## src/design/tmsa_pkg.sv

```systemverilog
// shared types, constants and state encoding for the trimmed mean / deviation accumulator
package tmsa_pkg;

    localparam int MAX_SAMPLES = 16;

    localparam int SAMPLE_W = 16;
    localparam int COUNT_W  = 7;
    localparam int SUM_W    = 23;
    localparam int SQSUM_W  = 37;
    localparam int SQ_W     = 32;
    localparam int PROD_W   = 43;
    localparam int ASUM_W   = 22;
    localparam int NN_W     = 12;
    localparam int MAG_W    = 23;
    localparam int NUM_W    = 25;
    localparam int SHREG_W  = 60;
    localparam int ROOT_W   = 30;
    localparam int DEV_W    = 24;
    localparam int UNIT_W   = 34;
    localparam int STEP_W   = 6;
    localparam int FRAC_W   = 16;

    localparam int DEV_STEPS  = SHREG_W;
    localparam int SQRT_STEPS = SHREG_W / 2;
    localparam int AVG_STEPS  = MAG_W;

    localparam logic signed [SAMPLE_W-1:0] MIN_RESET = 16'sd30000;
    localparam logic signed [SAMPLE_W-1:0] MAX_RESET = -16'sd30000;

    typedef enum logic [3:0] {
        S_IDLE,
        S_SQUARE,
        S_ACCUM,
        S_TRIM,
        S_TRIM_MIN,
        S_MUL_A,
        S_MUL_B,
        S_DIFF,
        S_DEV_DIV,
        S_SQRT,
        S_AVG_DIV,
        S_DONE
    } t_state;

    typedef struct packed {
        logic capture;
        logic square;
        logic add;
        logic clear;
    } t_acc_ctl;

    typedef struct packed {
        logic        [COUNT_W-1:0]  count;
        logic signed [SUM_W-1:0]    sum;
        logic        [SQSUM_W-1:0]  sqsum;
        logic signed [SAMPLE_W-1:0] min_val;
        logic signed [SAMPLE_W-1:0] max_val;
    } t_acc_vals;

    typedef struct packed {
        logic              ge;
        logic [UNIT_W-1:0] res;
    } t_unit_out;

    typedef struct packed {
        logic        [DEV_W-1:0]    deviation_q8;
        logic signed [SAMPLE_W-1:0] largest;
        logic signed [SAMPLE_W-1:0] smallest;
        logic        [COUNT_W-1:0]  used_count;
        logic signed [SAMPLE_W-1:0] average;
        logic                       success;
    } t_result;

endpackage

```

## src/design/trimmed_mean_stddev_accumulator.sv

```systemverilog
// top level: stream ports, sample accumulator and result sequencer
//
// channel   dir  tdata bits (low first)                          tuser         tlast
// s_axis    in   sample[15:0]                                    from_target   last_attempt
// m_axis    out  average[15:0] used_count[22:16] smallest[38:23] success       -
//                largest[54:39] deviation_q8[78:55] zero[79]
//
// an attempt that is not last passes through the square and accumulate states before ready returns
// a last attempt runs 60 steps of the variance divide, 30 root steps
// and 23 steps of the mean divide, all on one compare-subtract unit
// the result sits in an output register, so the next attempt can be taken while it waits
// synchronous active-low reset clears the accumulators and the output valid
module trimmed_mean_stddev_accumulator
    import tmsa_pkg::*;
(
    input  logic        i_clk,
    input  logic        i_rst_n,
    input  logic        s_axis_tvalid,
    output logic        s_axis_tready,
    input  logic [15:0] s_axis_tdata,   // sample
    input  logic        s_axis_tuser,   // from_target
    input  logic        s_axis_tlast,   // last_attempt
    output logic        m_axis_tvalid,
    input  logic        m_axis_tready,
    output logic [79:0] m_axis_tdata,   // average, used_count, smallest, largest, deviation_q8
    output logic        m_axis_tuser    // success
);

    t_acc_ctl  acc_ctl;
    t_acc_vals acc_vals;
    t_result   res;

    tmsa_acc u_acc (
        .i_clk    (i_clk),
        .i_rst_n  (i_rst_n),
        .i_ctl    (acc_ctl),
        .i_sample (s_axis_tdata),
        .i_tgt    (s_axis_tuser),
        .o_acc    (acc_vals)
    );

    tmsa_core u_core (
        .i_clk       (i_clk),
        .i_rst_n     (i_rst_n),
        .i_valid     (s_axis_tvalid),
        .i_last      (s_axis_tlast),
        .o_ready     (s_axis_tready),
        .i_acc       (acc_vals),
        .o_ctl       (acc_ctl),
        .i_out_ready (m_axis_tready),
        .o_out_valid (m_axis_tvalid),
        .o_res       (res)
    );

    assign m_axis_tdata = {1'b0, res.deviation_q8, res.largest, res.smallest,
                           res.used_count, res.average};
    assign m_axis_tuser = res.success;

endmodule

```

## src/design/tmsa_cmpsub.sv

```systemverilog
// shared compare-and-subtract step used by both dividers and the square root
module tmsa_cmpsub
    import tmsa_pkg::*;
(
    input  logic [UNIT_W-1:0] i_a,
    input  logic [UNIT_W-1:0] i_b,
    output t_unit_out         o_out
);

    logic [UNIT_W:0] diff;

    assign diff      = {1'b0, i_a} - {1'b0, i_b};
    assign o_out.ge  = ~diff[UNIT_W];
    assign o_out.res = diff[UNIT_W] ? i_a : diff[UNIT_W-1:0];

endmodule

```

## src/design/tmsa_acc.sv

```systemverilog
// running count, sum, sum of squares, minimum and maximum of accepted samples
module tmsa_acc
    import tmsa_pkg::*;
(
    input  logic                       i_clk,
    input  logic                       i_rst_n,
    input  t_acc_ctl                   i_ctl,
    input  logic signed [SAMPLE_W-1:0] i_sample,
    input  logic                       i_tgt,
    output t_acc_vals                  o_acc
);

    logic signed [SAMPLE_W-1:0] r_sample;
    logic                       r_tgt;
    logic        [SQ_W-1:0]     r_square;
    logic        [COUNT_W-1:0]  r_count;
    logic signed [SUM_W-1:0]    r_sum;
    logic        [SQSUM_W-1:0]  r_sqsum;
    logic signed [SAMPLE_W-1:0] r_min;
    logic signed [SAMPLE_W-1:0] r_max;

    logic take;

    assign take = r_tgt && (r_count < COUNT_W'(MAX_SAMPLES));

    always_ff @(posedge i_clk) begin
        if (i_ctl.capture) begin
            r_sample <= i_sample;
            r_tgt    <= i_tgt;
        end
        if (i_ctl.square) begin
            r_square <= $unsigned(SQ_W'(r_sample) * SQ_W'(r_sample));
        end
    end

    always_ff @(posedge i_clk) begin
        if (!i_rst_n || i_ctl.clear) begin
            r_count <= '0;
            r_sum   <= '0;
            r_sqsum <= '0;
            r_min   <= MIN_RESET;
            r_max   <= MAX_RESET;
        end else if (i_ctl.add && take) begin
            // first sample sets both extremes
            if (r_count == '0) begin
                r_min <= r_sample;
                r_max <= r_sample;
            end else begin
                if (r_sample > r_max) r_max <= r_sample;
                if (r_sample < r_min) r_min <= r_sample;
            end
            r_count <= r_count + COUNT_W'(1);
            r_sum   <= r_sum + SUM_W'(r_sample);
            r_sqsum <= r_sqsum + SQSUM_W'(r_square);
        end
    end

    assign o_acc.count   = r_count;
    assign o_acc.sum     = r_sum;
    assign o_acc.sqsum   = r_sqsum;
    assign o_acc.min_val = r_min;
    assign o_acc.max_val = r_max;

endmodule

```

## src/design/tmsa_core.sv

```systemverilog
// sequencer: trims, forms variance terms, divides and takes the root on one shared unit
module tmsa_core
    import tmsa_pkg::*;
(
    input  logic      i_clk,
    input  logic      i_rst_n,
    input  logic      i_valid,
    input  logic      i_last,
    output logic      o_ready,
    input  t_acc_vals i_acc,
    output t_acc_ctl  o_ctl,
    input  logic      i_out_ready,
    output logic      o_out_valid,
    output t_result   o_res
);

    t_state r_state;
    t_state n_state;

    logic                       r_last;
    logic [STEP_W-1:0]          r_step;
    logic                       r_ok;
    logic                       r_trim;
    logic [COUNT_W-1:0]         r_n;
    logic signed [SUM_W-1:0]    r_sum;
    logic [SQSUM_W-1:0]         r_sq;
    logic signed [SAMPLE_W-1:0] r_min;
    logic signed [SAMPLE_W-1:0] r_max;
    logic [PROD_W-1:0]          r_prod_a;
    logic [PROD_W-1:0]          r_prod_b;
    logic [NN_W-1:0]            r_nn;
    logic [ASUM_W-1:0]          r_asum;
    logic                       r_neg;
    logic [MAG_W-1:0]           r_mag;
    logic [SHREG_W-1:0]         r_shreg;
    logic [UNIT_W-1:0]          r_rem;
    logic [ROOT_W-1:0]          r_root;
    logic                       r_out_valid;
    t_result                    r_res;

    logic [UNIT_W-1:0] unit_a;
    logic [UNIT_W-1:0] unit_b;
    t_unit_out         unit_out;
    logic              out_load;
    logic              step_end;

    logic signed [SQ_W-1:0]  sq_ext;
    logic signed [NUM_W-1:0] num;
    logic [MAG_W:0]          avg_mag;
    logic [MAG_W:0]          avg_full;
    t_result                 res_next;

    tmsa_cmpsub u_cmpsub (
        .i_a   (unit_a),
        .i_b   (unit_b),
        .o_out (unit_out)
    );

    // next state
    always_comb begin
        n_state = r_state;
        case (r_state)
            S_IDLE:     if (i_valid) n_state = S_SQUARE;
            S_SQUARE:   n_state = S_ACCUM;
            S_ACCUM:    n_state = r_last ? S_TRIM : S_IDLE;
            S_TRIM:     n_state = S_TRIM_MIN;
            S_TRIM_MIN: n_state = S_MUL_A;
            S_MUL_A:    n_state = S_MUL_B;
            S_MUL_B:    n_state = S_DIFF;
            S_DIFF:     n_state = S_DEV_DIV;
            S_DEV_DIV:  if (step_end) n_state = S_SQRT;
            S_SQRT:     if (step_end) n_state = S_AVG_DIV;
            S_AVG_DIV:  if (step_end) n_state = S_DONE;
            S_DONE:     if (out_load) n_state = S_IDLE;
            default:    n_state = S_IDLE;
        endcase
    end

    // outputs and shared unit operands
    always_comb begin
        o_ready  = 1'b0;
        o_ctl    = '0;
        unit_a   = '0;
        unit_b   = '0;
        out_load = 1'b0;
        step_end = 1'b0;
        case (r_state)
            S_IDLE: begin
                o_ready       = 1'b1;
                o_ctl.capture = i_valid;
            end
            S_SQUARE: o_ctl.square = 1'b1;
            S_ACCUM:  o_ctl.add = 1'b1;
            S_TRIM:   o_ctl.clear = 1'b1;
            S_DEV_DIV: begin
                unit_a   = {r_rem[UNIT_W-2:0], r_shreg[SHREG_W-1]};
                unit_b   = UNIT_W'(r_nn);
                step_end = (r_step == STEP_W'(DEV_STEPS - 1));
            end
            S_SQRT: begin
                unit_a   = {r_rem[UNIT_W-3:0], r_shreg[SHREG_W-1 -: 2]};
                unit_b   = {2'b00, r_root, 2'b01};
                step_end = (r_step == STEP_W'(SQRT_STEPS - 1));
            end
            S_AVG_DIV: begin
                unit_a   = {r_rem[UNIT_W-2:0], r_shreg[SHREG_W-1]};
                unit_b   = UNIT_W'({r_n, 1'b0});
                step_end = (r_step == STEP_W'(AVG_STEPS - 1));
            end
            S_DONE: out_load = !r_out_valid || i_out_ready;
            default: ;
        endcase
    end

    assign sq_ext = (r_state == S_TRIM) ? (i_acc.max_val * i_acc.max_val) : (r_min * r_min);
    assign num    = {r_sum[SUM_W-1], r_sum, 1'b0} + NUM_W'(r_n);

    // rounded mean is floor of num / 2n, so a negative quotient with remainder steps down
    assign avg_mag  = {1'b0, r_shreg[MAG_W-1:0]} + (MAG_W+1)'(r_rem != '0);
    assign avg_full = r_neg ? -avg_mag : {1'b0, r_shreg[MAG_W-1:0]};

    always_comb begin
        res_next.success      = r_ok;
        res_next.average      = r_ok ? avg_full[SAMPLE_W-1:0] : '0;
        res_next.used_count   = r_n;
        res_next.smallest     = r_min;
        res_next.largest      = r_max;
        res_next.deviation_q8 = (r_n > COUNT_W'(1)) ? r_root[DEV_W-1:0] : '0;
    end

    always_ff @(posedge i_clk) begin
        if (!i_rst_n) begin
            r_state     <= S_IDLE;
            r_step      <= '0;
            r_out_valid <= 1'b0;
        end else begin
            r_state <= n_state;
            if ((r_state == S_DEV_DIV || r_state == S_SQRT || r_state == S_AVG_DIV) && !step_end)
            begin
                r_step <= r_step + STEP_W'(1);
            end else begin
                r_step <= '0;
            end
            if (out_load) begin
                r_out_valid <= 1'b1;
            end else if (i_out_ready) begin
                r_out_valid <= 1'b0;
            end
        end
    end

    always_ff @(posedge i_clk) begin
        if (out_load) r_res <= res_next;
        case (r_state)
            S_IDLE: begin
                if (i_valid) r_last <= i_last;
            end
            S_TRIM: begin
                r_ok   <= (i_acc.count != '0);
                r_trim <= (i_acc.count > COUNT_W'(3));
                r_min  <= i_acc.min_val;
                r_max  <= i_acc.max_val;
                if (i_acc.count > COUNT_W'(3)) begin
                    r_n   <= i_acc.count - COUNT_W'(2);
                    r_sum <= i_acc.sum - SUM_W'(i_acc.max_val) - SUM_W'(i_acc.min_val);
                    r_sq  <= i_acc.sqsum - SQSUM_W'($unsigned(sq_ext));
                end else begin
                    r_n   <= i_acc.count;
                    r_sum <= i_acc.sum;
                    r_sq  <= i_acc.sqsum;
                end
            end
            S_TRIM_MIN: begin
                if (r_trim) r_sq <= r_sq - SQSUM_W'($unsigned(sq_ext));
            end
            S_MUL_A: begin
                r_prod_a <= PROD_W'(r_n * r_sq);
                r_nn     <= NN_W'(r_n * (r_n - COUNT_W'(1)));
                r_asum   <= r_sum[SUM_W-1] ? ASUM_W'(-r_sum) : ASUM_W'(r_sum);
                r_neg    <= num[NUM_W-1];
                r_mag    <= num[NUM_W-1] ? MAG_W'(-num) : MAG_W'(num);
            end
            S_MUL_B: begin
                r_prod_b <= PROD_W'(r_asum * r_asum);
            end
            S_DIFF: begin
                // dividend is the clipped difference scaled by 2^16
                r_shreg <= (r_prod_a > r_prod_b) ?
                           {1'b0, r_prod_a - r_prod_b, FRAC_W'(0)} : '0;
                r_rem   <= '0;
            end
            S_DEV_DIV: begin
                r_shreg <= {r_shreg[SHREG_W-2:0], unit_out.ge};
                if (step_end) begin
                    r_rem  <= '0;
                    r_root <= '0;
                end else begin
                    r_rem  <= unit_out.res;
                end
            end
            S_SQRT: begin
                r_root <= {r_root[ROOT_W-2:0], unit_out.ge};
                if (step_end) begin
                    r_rem   <= '0;
                    r_shreg <= {r_mag, (SHREG_W-MAG_W)'(0)};
                end else begin
                    r_rem   <= unit_out.res;
                    r_shreg <= {r_shreg[SHREG_W-3:0], 2'b00};
                end
            end
            S_AVG_DIV: begin
                r_rem   <= unit_out.res;
                r_shreg <= {r_shreg[SHREG_W-2:0], unit_out.ge};
            end
            default: ;
        endcase
    end

    assign o_out_valid = r_out_valid;
    assign o_res       = r_res;

endmodule
```

## config.mk

```make
export PLATFORM = sky130hd
export DESIGN_NAME = trimmed_mean_stddev_accumulator
export DESIGN_NICKNAME = d
export VERILOG_FILES = /design/src/design/tmsa_pkg.sv /design/src/design/trimmed_mean_stddev_accumulator.sv /design/src/design/tmsa_cmpsub.sv /design/src/design/tmsa_acc.sv /design/src/design/tmsa_core.sv
export SDC_FILE = /design/constraint.sdc
export NUM_CORES = 2
export LEC_CHECK = 0
export ABC_AREA = 1
export BUFFER_PORTS_ARGS = -buffer_cell sky130_fd_sc_hd__buf_2
export CAP_MARGIN = 20
export CORE_MARGIN = 2
export CORE_UTILIZATION = 45
export DETAILED_ROUTE_END_ITERATION = 8
export GPL_ROUTABILITY_DRIVEN = 0
export SLEW_MARGIN = 20
export SYNTH_ARGS = -nofsm -noshare
export SYNTH_HDL_FRONTEND = slang
export SYNTH_HIERARCHICAL = 1
export SYNTH_SLANG_ARGS = --single-unit
```

## constraint.sdc

```tcl
create_clock -name i_clk -period 6.79 [get_ports i_clk]
set_input_delay 0.3395 -clock i_clk [delete_from_list [all_inputs] [get_ports i_clk]]
set_output_delay 0.3395 -clock i_clk [all_outputs]
set_load 0.01 [all_outputs]
```

# ---- Word-level counts from Yosys, hierarchy flattened
# Index checks and enable logic that the tools add are counted.
dict set report totals {
  register_bits 609
  latch_bits 0
  ramBits 0
  rom_bits 0
  input_bits 22
  output_inout_bits 83
  wordCells 153
  memories 0
}
dict set report classes {
  add_sub_neg 17
  mul 6
  div_mod_pow 0
  magnitude_cmp 6
  n_eq_ne 20
  n_shift 0
  muxes 39
  n_bitwise 1
  n_reduce_logical 30
}
# operator n
set ops {}
lappend ops {{$pmux W60 S3} 1}
lappend ops {{$pmux W34 S3} 1}
lappend ops {{$mul A16 B16 Y32} 3}
lappend ops {{$pmux W32 S3} 1}
lappend ops {{$mux W16} 5}
lappend ops {{$mux W37} 2}
lappend ops {{$pmux W37 S2} 1}
lappend ops {{$sub A37 B32 Y37} 2}
lappend ops {{$mux W34} 2}
lappend ops {{$pmux W34 S2} 1}
lappend ops {{$mux W60} 1}
lappend ops {{$pmux W30 S2} 1}
lappend ops {{$mux W59} 1}
lappend ops {{$pmux W4 S12} 1}
lappend ops {{$mux W23} 2}
lappend ops {{$sub A23 B16 Y23} 2}
lappend ops {{$gt A43 B43 Y1} 1}
lappend ops {{$mul A22 B22 Y43} 1}
lappend ops {{$mul A7 B37 Y43} 1}
lappend ops {{$sub A43 B43 Y43} 1}
lappend ops {{$add A37 B32 Y37} 1}
lappend ops {{$sub A34 B32 Y35} 1}
lappend ops {{$reduce_bool A34 Y1} 1}
lappend ops {{$mux W32} 1}
lappend ops {{other kinds (43)} 84}

# ---- Depth between registers and ports, before layout
dict set report depth {
  word_depth 7
  ltp_mapped 46
  depth_no_buf 45
}

# ---- Hierarchy
# Netlist, hierarchy kept.
# mod n_inst cells_each area_per_inst_um2 seq_area_each_um2
set by_module_without_submodules {}
lappend by_module_without_submodules {tmsa_core 1 8290 69755.7 13673.1}
lappend by_module_without_submodules {tmsa_acc 1 2443 18839.3 3423.3}
lappend by_module_without_submodules {tmsa_cmpsub 1 645 3171.8 0.0}
lappend by_module_without_submodules {trimmed_mean_stddev_accumulator 1 2 11.3 0.0}

# ---- Least setup slack after synthesis
# OpenSTA, ideal clock, no wires.
dict set report synth_path {
  path_kind {register to register}
  startpoint {register u_acc.r_max[8]}
  endpoint {register u_core.r_sq[34], data pin}
  setup_ps 254
  arrival_ps 6998
  required_time_ps 6536
  setup_slack_ps -461
  path_stages_with_launch 36
  path_buffers 2
  period_less_slack_ps 7251
  path_cell_list {dfxtp_1 > clkbuf_1 > clkbuf_1 > nand2_1 > fa_1 > fa_1 > fa_1 > inv_1 > fa_1 > fa_1 > inv_1 > fa_1 > inv_1 > ha_1 > a21oi_1 > a21boi_1 > o21ai_2 > a21oi_1 > o21ai_1 > nand2_1 > inv_1 > nor3_1 > nor2_1 > ha_1 > a21oi_1 > inv_1 > a31oi_1 > nor2_1 > nor3_1 > o211ai_1 > nand4_1 > nand3_1 > nand2_1 > nand3_1 > nand3_1 > nand2_1}
}
dict set report synth_via {
  elab_chain_cells 5
  word_cells_on_any_way 7
  cone_classes {2 x add/sub; 1 x mul; 4 x mux}
}
# item line
set synth_rtl {}
lappend synth_rtl {{start: declaration} tmsa_acc.sv:20} ;# logic signed [SAMPLE_W-1:0] r_max;
lappend synth_rtl {{start signal: assignment} tmsa_acc.sv:47} ;# r_max <= r_sample;
lappend synth_rtl {{start signal: assignment} tmsa_acc.sv:49} ;# if (r_sample > r_max) r_max <= r_sample;
lappend synth_rtl {{$mul A16 B16 Y32 *} tmsa_core.sv:115} ;# assign sq_ext = (r_state == S_TRIM) ? (i_acc.max_val * i_acc.max_val) : (r_min * r_min);
lappend synth_rtl {{$mux W32 *} tmsa_core.sv:115}
lappend synth_rtl {{$sub A37 B32 Y37 (on tied branches)} {tmsa_core.sv:174, tmsa_core.sv:166}}
lappend synth_rtl {{$mux W37 (on tied branches)} {tmsa_core.sv:174, tmsa_core.sv:163}}
lappend synth_rtl {{$pmux W37 S2 *} tmsa_core.sv:154} ;# case (r_state)
lappend synth_rtl {{end signal: assignment} tmsa_core.sv:166} ;# r_sq <= i_acc.sqsum - SQSUM_W'($unsigned(sq_ext));
lappend synth_rtl {{end signal: assignment} tmsa_core.sv:170} ;# r_sq <= i_acc.sqsum;
lappend synth_rtl {{end signal: assignment} tmsa_core.sv:174} ;# if (r_trim) r_sq <= r_sq - SQSUM_W'($unsigned(sq_ext));
lappend synth_rtl {{end: declaration} tmsa_core.sv:26} ;# logic [SQSUM_W-1:0] r_sq;
# Mark *: on every way between the ends. The rest lies on a longest branch, timed or not. The select of a mux whose other input is x is not followed.
# A chain may end at the register's enable or synchronous reset.

# ---- Worst setup path in the final report
dict set report layout_path {
  startpoint {register u_core.r_min[4]}
  endpoint {register u_core.r_sq[35], data pin}
}
dict set report layout_via {
  elab_chain_cells 5
  word_cells_on_any_way 7
  cone_classes {2 x add/sub; 1 x mul; 4 x mux}
}
# item line
set layout_rtl {}
lappend layout_rtl {{start: declaration} tmsa_core.sv:27} ;# logic signed [SAMPLE_W-1:0] r_min;
lappend layout_rtl {{start signal: assignment} tmsa_core.sv:161} ;# r_min <= i_acc.min_val;
lappend layout_rtl {{$mul A16 B16 Y32 *} tmsa_core.sv:115}
lappend layout_rtl {{$mux W32 *} tmsa_core.sv:115}
lappend layout_rtl {{$sub A37 B32 Y37 (on tied branches)} {tmsa_core.sv:174, tmsa_core.sv:166}}
lappend layout_rtl {{$mux W37 (on tied branches)} {tmsa_core.sv:174, tmsa_core.sv:163}}
lappend layout_rtl {{$pmux W37 S2 *} tmsa_core.sv:154}
# Marks and branches as above.

==> run summary <==
Outcome: finished, violations left
Violated checks: setup timing
Yosys Warn Count: 6
Max Cap Violations: 0
Final worst setup slack: -0.582 ns
Share of cells above drive strength 1: 14.3%
Fin Setup TNS: -6.79 ns
Synth Cell Area: 91,800 um2
Via count of the first global-routing pass: 79.2k
Yosys reg bits: 606
Simple-Gate Fraction of Synth Area: 15.9%
Top cell type's share of synthesized area: 28.0%
Vias after detailed routing: 76.5k
Starting density of the core: 45.3%
Worst-Skew Late Latency: 0.73 ns
Final wirelength: 265,000 um
CTS Buf Count: 76
Max-slew violations: 0
Largest net degree at the start of global routing: 78
R2r startpoint: u_core/r_min[4]$_DFFE_PP_
Asr flop ratio synth: 0%
Critical Path Sink Type: flip-flop
Setup-failing EPs final: 22
R2r setup slk: -0.58 ns
Area of the core: 203,000 um2
CTS tree: done
Most common cell in the netlist: inv_1
Max frequency: 0.136 GHz
Fin. Hold Viols: 0
Hold_sp: s_axis_tvalid
Post-synthesis mux area share: 0.0218%
CP startpoint kind: flip-flop
Max-slew headroom: 22.7%
Post-synthesis adder-cell area fraction: 38.8%
Hold WC Path Type: in -> reg
EDFF count, synth: 496
Worst-Margin Slew: 1.16 ns
Initial antenna violation count: 5
CTS root buf: clkbuf_16
RSZ-0062 raised after global routing: yes
Clock skew: 0.0314 ns
Post-synthesis xor/xnor area fraction: 3.84%
Crit path kind: reg -> reg
Post-synth top cells: 2,940 x inv_1, 2,189 x nand2_1, 1,283 x fa_1, 791 x ha_1, 726 x nor2_1
CP Launch Point: u_core/r_min[4]$_DFFE_PP_
WP data required: 7.28 ns
Die area: 208,000 um2
Antenna Violating Nets Remaining: 0
Die Width: 456 um
Largest cells by area after synthesis: fa_1 28%, edfxtp_1 16%, inv_1 12%
Crit path largest cell delay: 0.57 ns
Residual DRC: 0
Vias/cell: 5.15
FF-to-FF End: u_core/r_sq[35]$_DFFE_PP_
Grt ovf: 0
Reg clk slew, reported paths: 0.07 ns
Sequential-to-total area share from yosys stat: 18.6%
CP max stage cell: fa_2
DR iter-0 viols: 5,670
Synth-to-layout area growth: 16.6%
CTS Sinks: 606
IO buf count: 103
Die H: 456 um
Syn_area_per_cell: 8.06 um2
Area leader, netlist: fa_1
Worst Path Arrival: 7.86 ns
FP Rows: 165
CTS Buffer Depth: 3
Compound-Gate Fraction of Synth Area: 9.27%
N_diodes: 0
Dpl hpwl: 214,000 um
Nets: 14.2k
Period utilisation layout: 109%
Ports: 105
Synthesized instance count: 11.4k
Synth unique cells: 77
Most frequent cell on the critical path: fa_1
Pre-Repair DR Iteration Count: 7
Combinational family with the most area after synthesis: adder cells
WL per Instance: 17.8 um
Final worst path period need: 7.37 ns
CTS H-tree depth: 3
Crit-path max FO: 5
Critical path buffer and inverter count: 9
Total track usage: 25.2%
Worst Reg-to-Reg Cells: 35
Util after Layout: 52.8%
Main synth FF type: edfxtp_1
End of the worst hold path: u_core/r_state[3]$_SDFFE_PN0P_
First-pass GRT wire length: 421,000 um
Hold path cells: 5
Delay-heaviest family, CP: adder cells
-- flip-flops by register name, summed over array words and instances, names as in the netlist, 23 cells and up --
register	count
u_core/r_sq	37
u_core/r_mag	23
u_core/r_shreg	60
u_core/r_sum	23
u_acc/r_sqsum	37
u_core/r_prod_a	43
u_core/o_res	80
u_core/r_root	30
u_acc/r_square	31
u_acc/r_sum	23
u_core/r_rem	34
u_core/r_prod_b	42
-- final cells by class --
cell class              instances  area, um2
clock buffers                  87       2050
clock inverters                52        518
fillers                     18700      95600
inverters                    2960      11100
multi-input cells            7514      65200
flip-flops and latches        606      17100
well taps                    2672       3340
repair buffers                962       7610
-- worst max path at each step --
stage / end / slack [ns] / cells after the start
finish: u_core/r_sq[35]$_DFFE_PP_ / -0.58 / 35
global route: u_core/r_sq[31]$_DFFE_PP_ / -0.84 / 38
CTS: u_core/r_sq[35]$_DFFE_PP_ / -0.43 / 38
detailed placement: u_core/r_sq[32]$_DFFE_PP_ / -0.79 / 31
global placement: u_core/r_sq[32]$_DFFE_PP_ / -0.78 / 31
floorplan: u_core/r_sq[33]$_DFFE_PP_ / -0.05 / 37
-- per-layer routing --
layer	up-vias	GRT usage [%]	part of all wire (%)
met5	-	0	0.0049
met4	2	9.97	4.4
met1	37300	33.2	43
met3	452	2.78	5.7
li1	36400	-	-
met2	2287	42.6	47
-- cell usage in the layout (no fill, tap or decap), types with 28 or more instances in the layout --
master,instances
a21o_1,47
a21oi_1,501
a21oi_2,83
a31oi_1,46
buf_2,104
buf_4,750
buf_6,57
clkbuf_16,81
dfxtp_1,98
edfxtp_1,496
fa_1,1257
ha_1,713
ha_4,74
inv_1,2889
inv_2,58
nand2_1,2088
nand2_2,96
nand2_4,28
nand3_1,307
nand3_2,31
nand4_1,78
nor2_1,670
nor2_2,49
nor3_1,61
nor4_1,28
o211ai_1,46
o21a_1,49
o21ai_0,345
o21ai_1,79
o21ai_2,41
o21bai_1,56
o22ai_1,52
xnor2_1,136
xor2_1,246
-- per-stage QoR --
stage | instances | hold slack (ns) | setup WS [ns] | cell area (um2)
CTS | 14800 | 0.0257 | -0.427 | 105000
floorplan | 11400 | 0.400 | -0.0464 | 92700
finish | 14900 | 0.0731 | -0.582 | 107000
detailed placement | 14600 | 0.411 | -0.793 | 101000
global placement | 14600 | 0.403 | -0.778 | 101000
global route | 14900 | 0.0884 | -0.836 | 107000
-- worst reg2reg max path: cells and delay by family (launching register included) --
kind                       cells  cell delay [ns]
and+or+nand+nor               11             1.04
AOI/OAI and AO/OA              7             1.38
buffers and inverters          9             0.77
DFF                            1             0.41
adders and majority gates      8             3.56
-- logic make-up after synthesis --
kind of cell    Yosys count
simple gates           3549
buf+inv                3261
fa+ha+maj              2074
compound gates         1487
flops                   606
xor+xnor                399
other cells               2
mux                       2
-- timing repair --
action	4_1_cts	5_1_grt
hold buffers	20	0
pin swaps	84	172
endpoints found under the setup margin	24	41
setup buffers	33	80
resized for setup	276	360
cloned	2	2
hold endpoints to repair	27	0
Power is left out: the tool's default activity adds up to more than one toggle a clock period on the data nets, which glitch-free logic cannot reach.
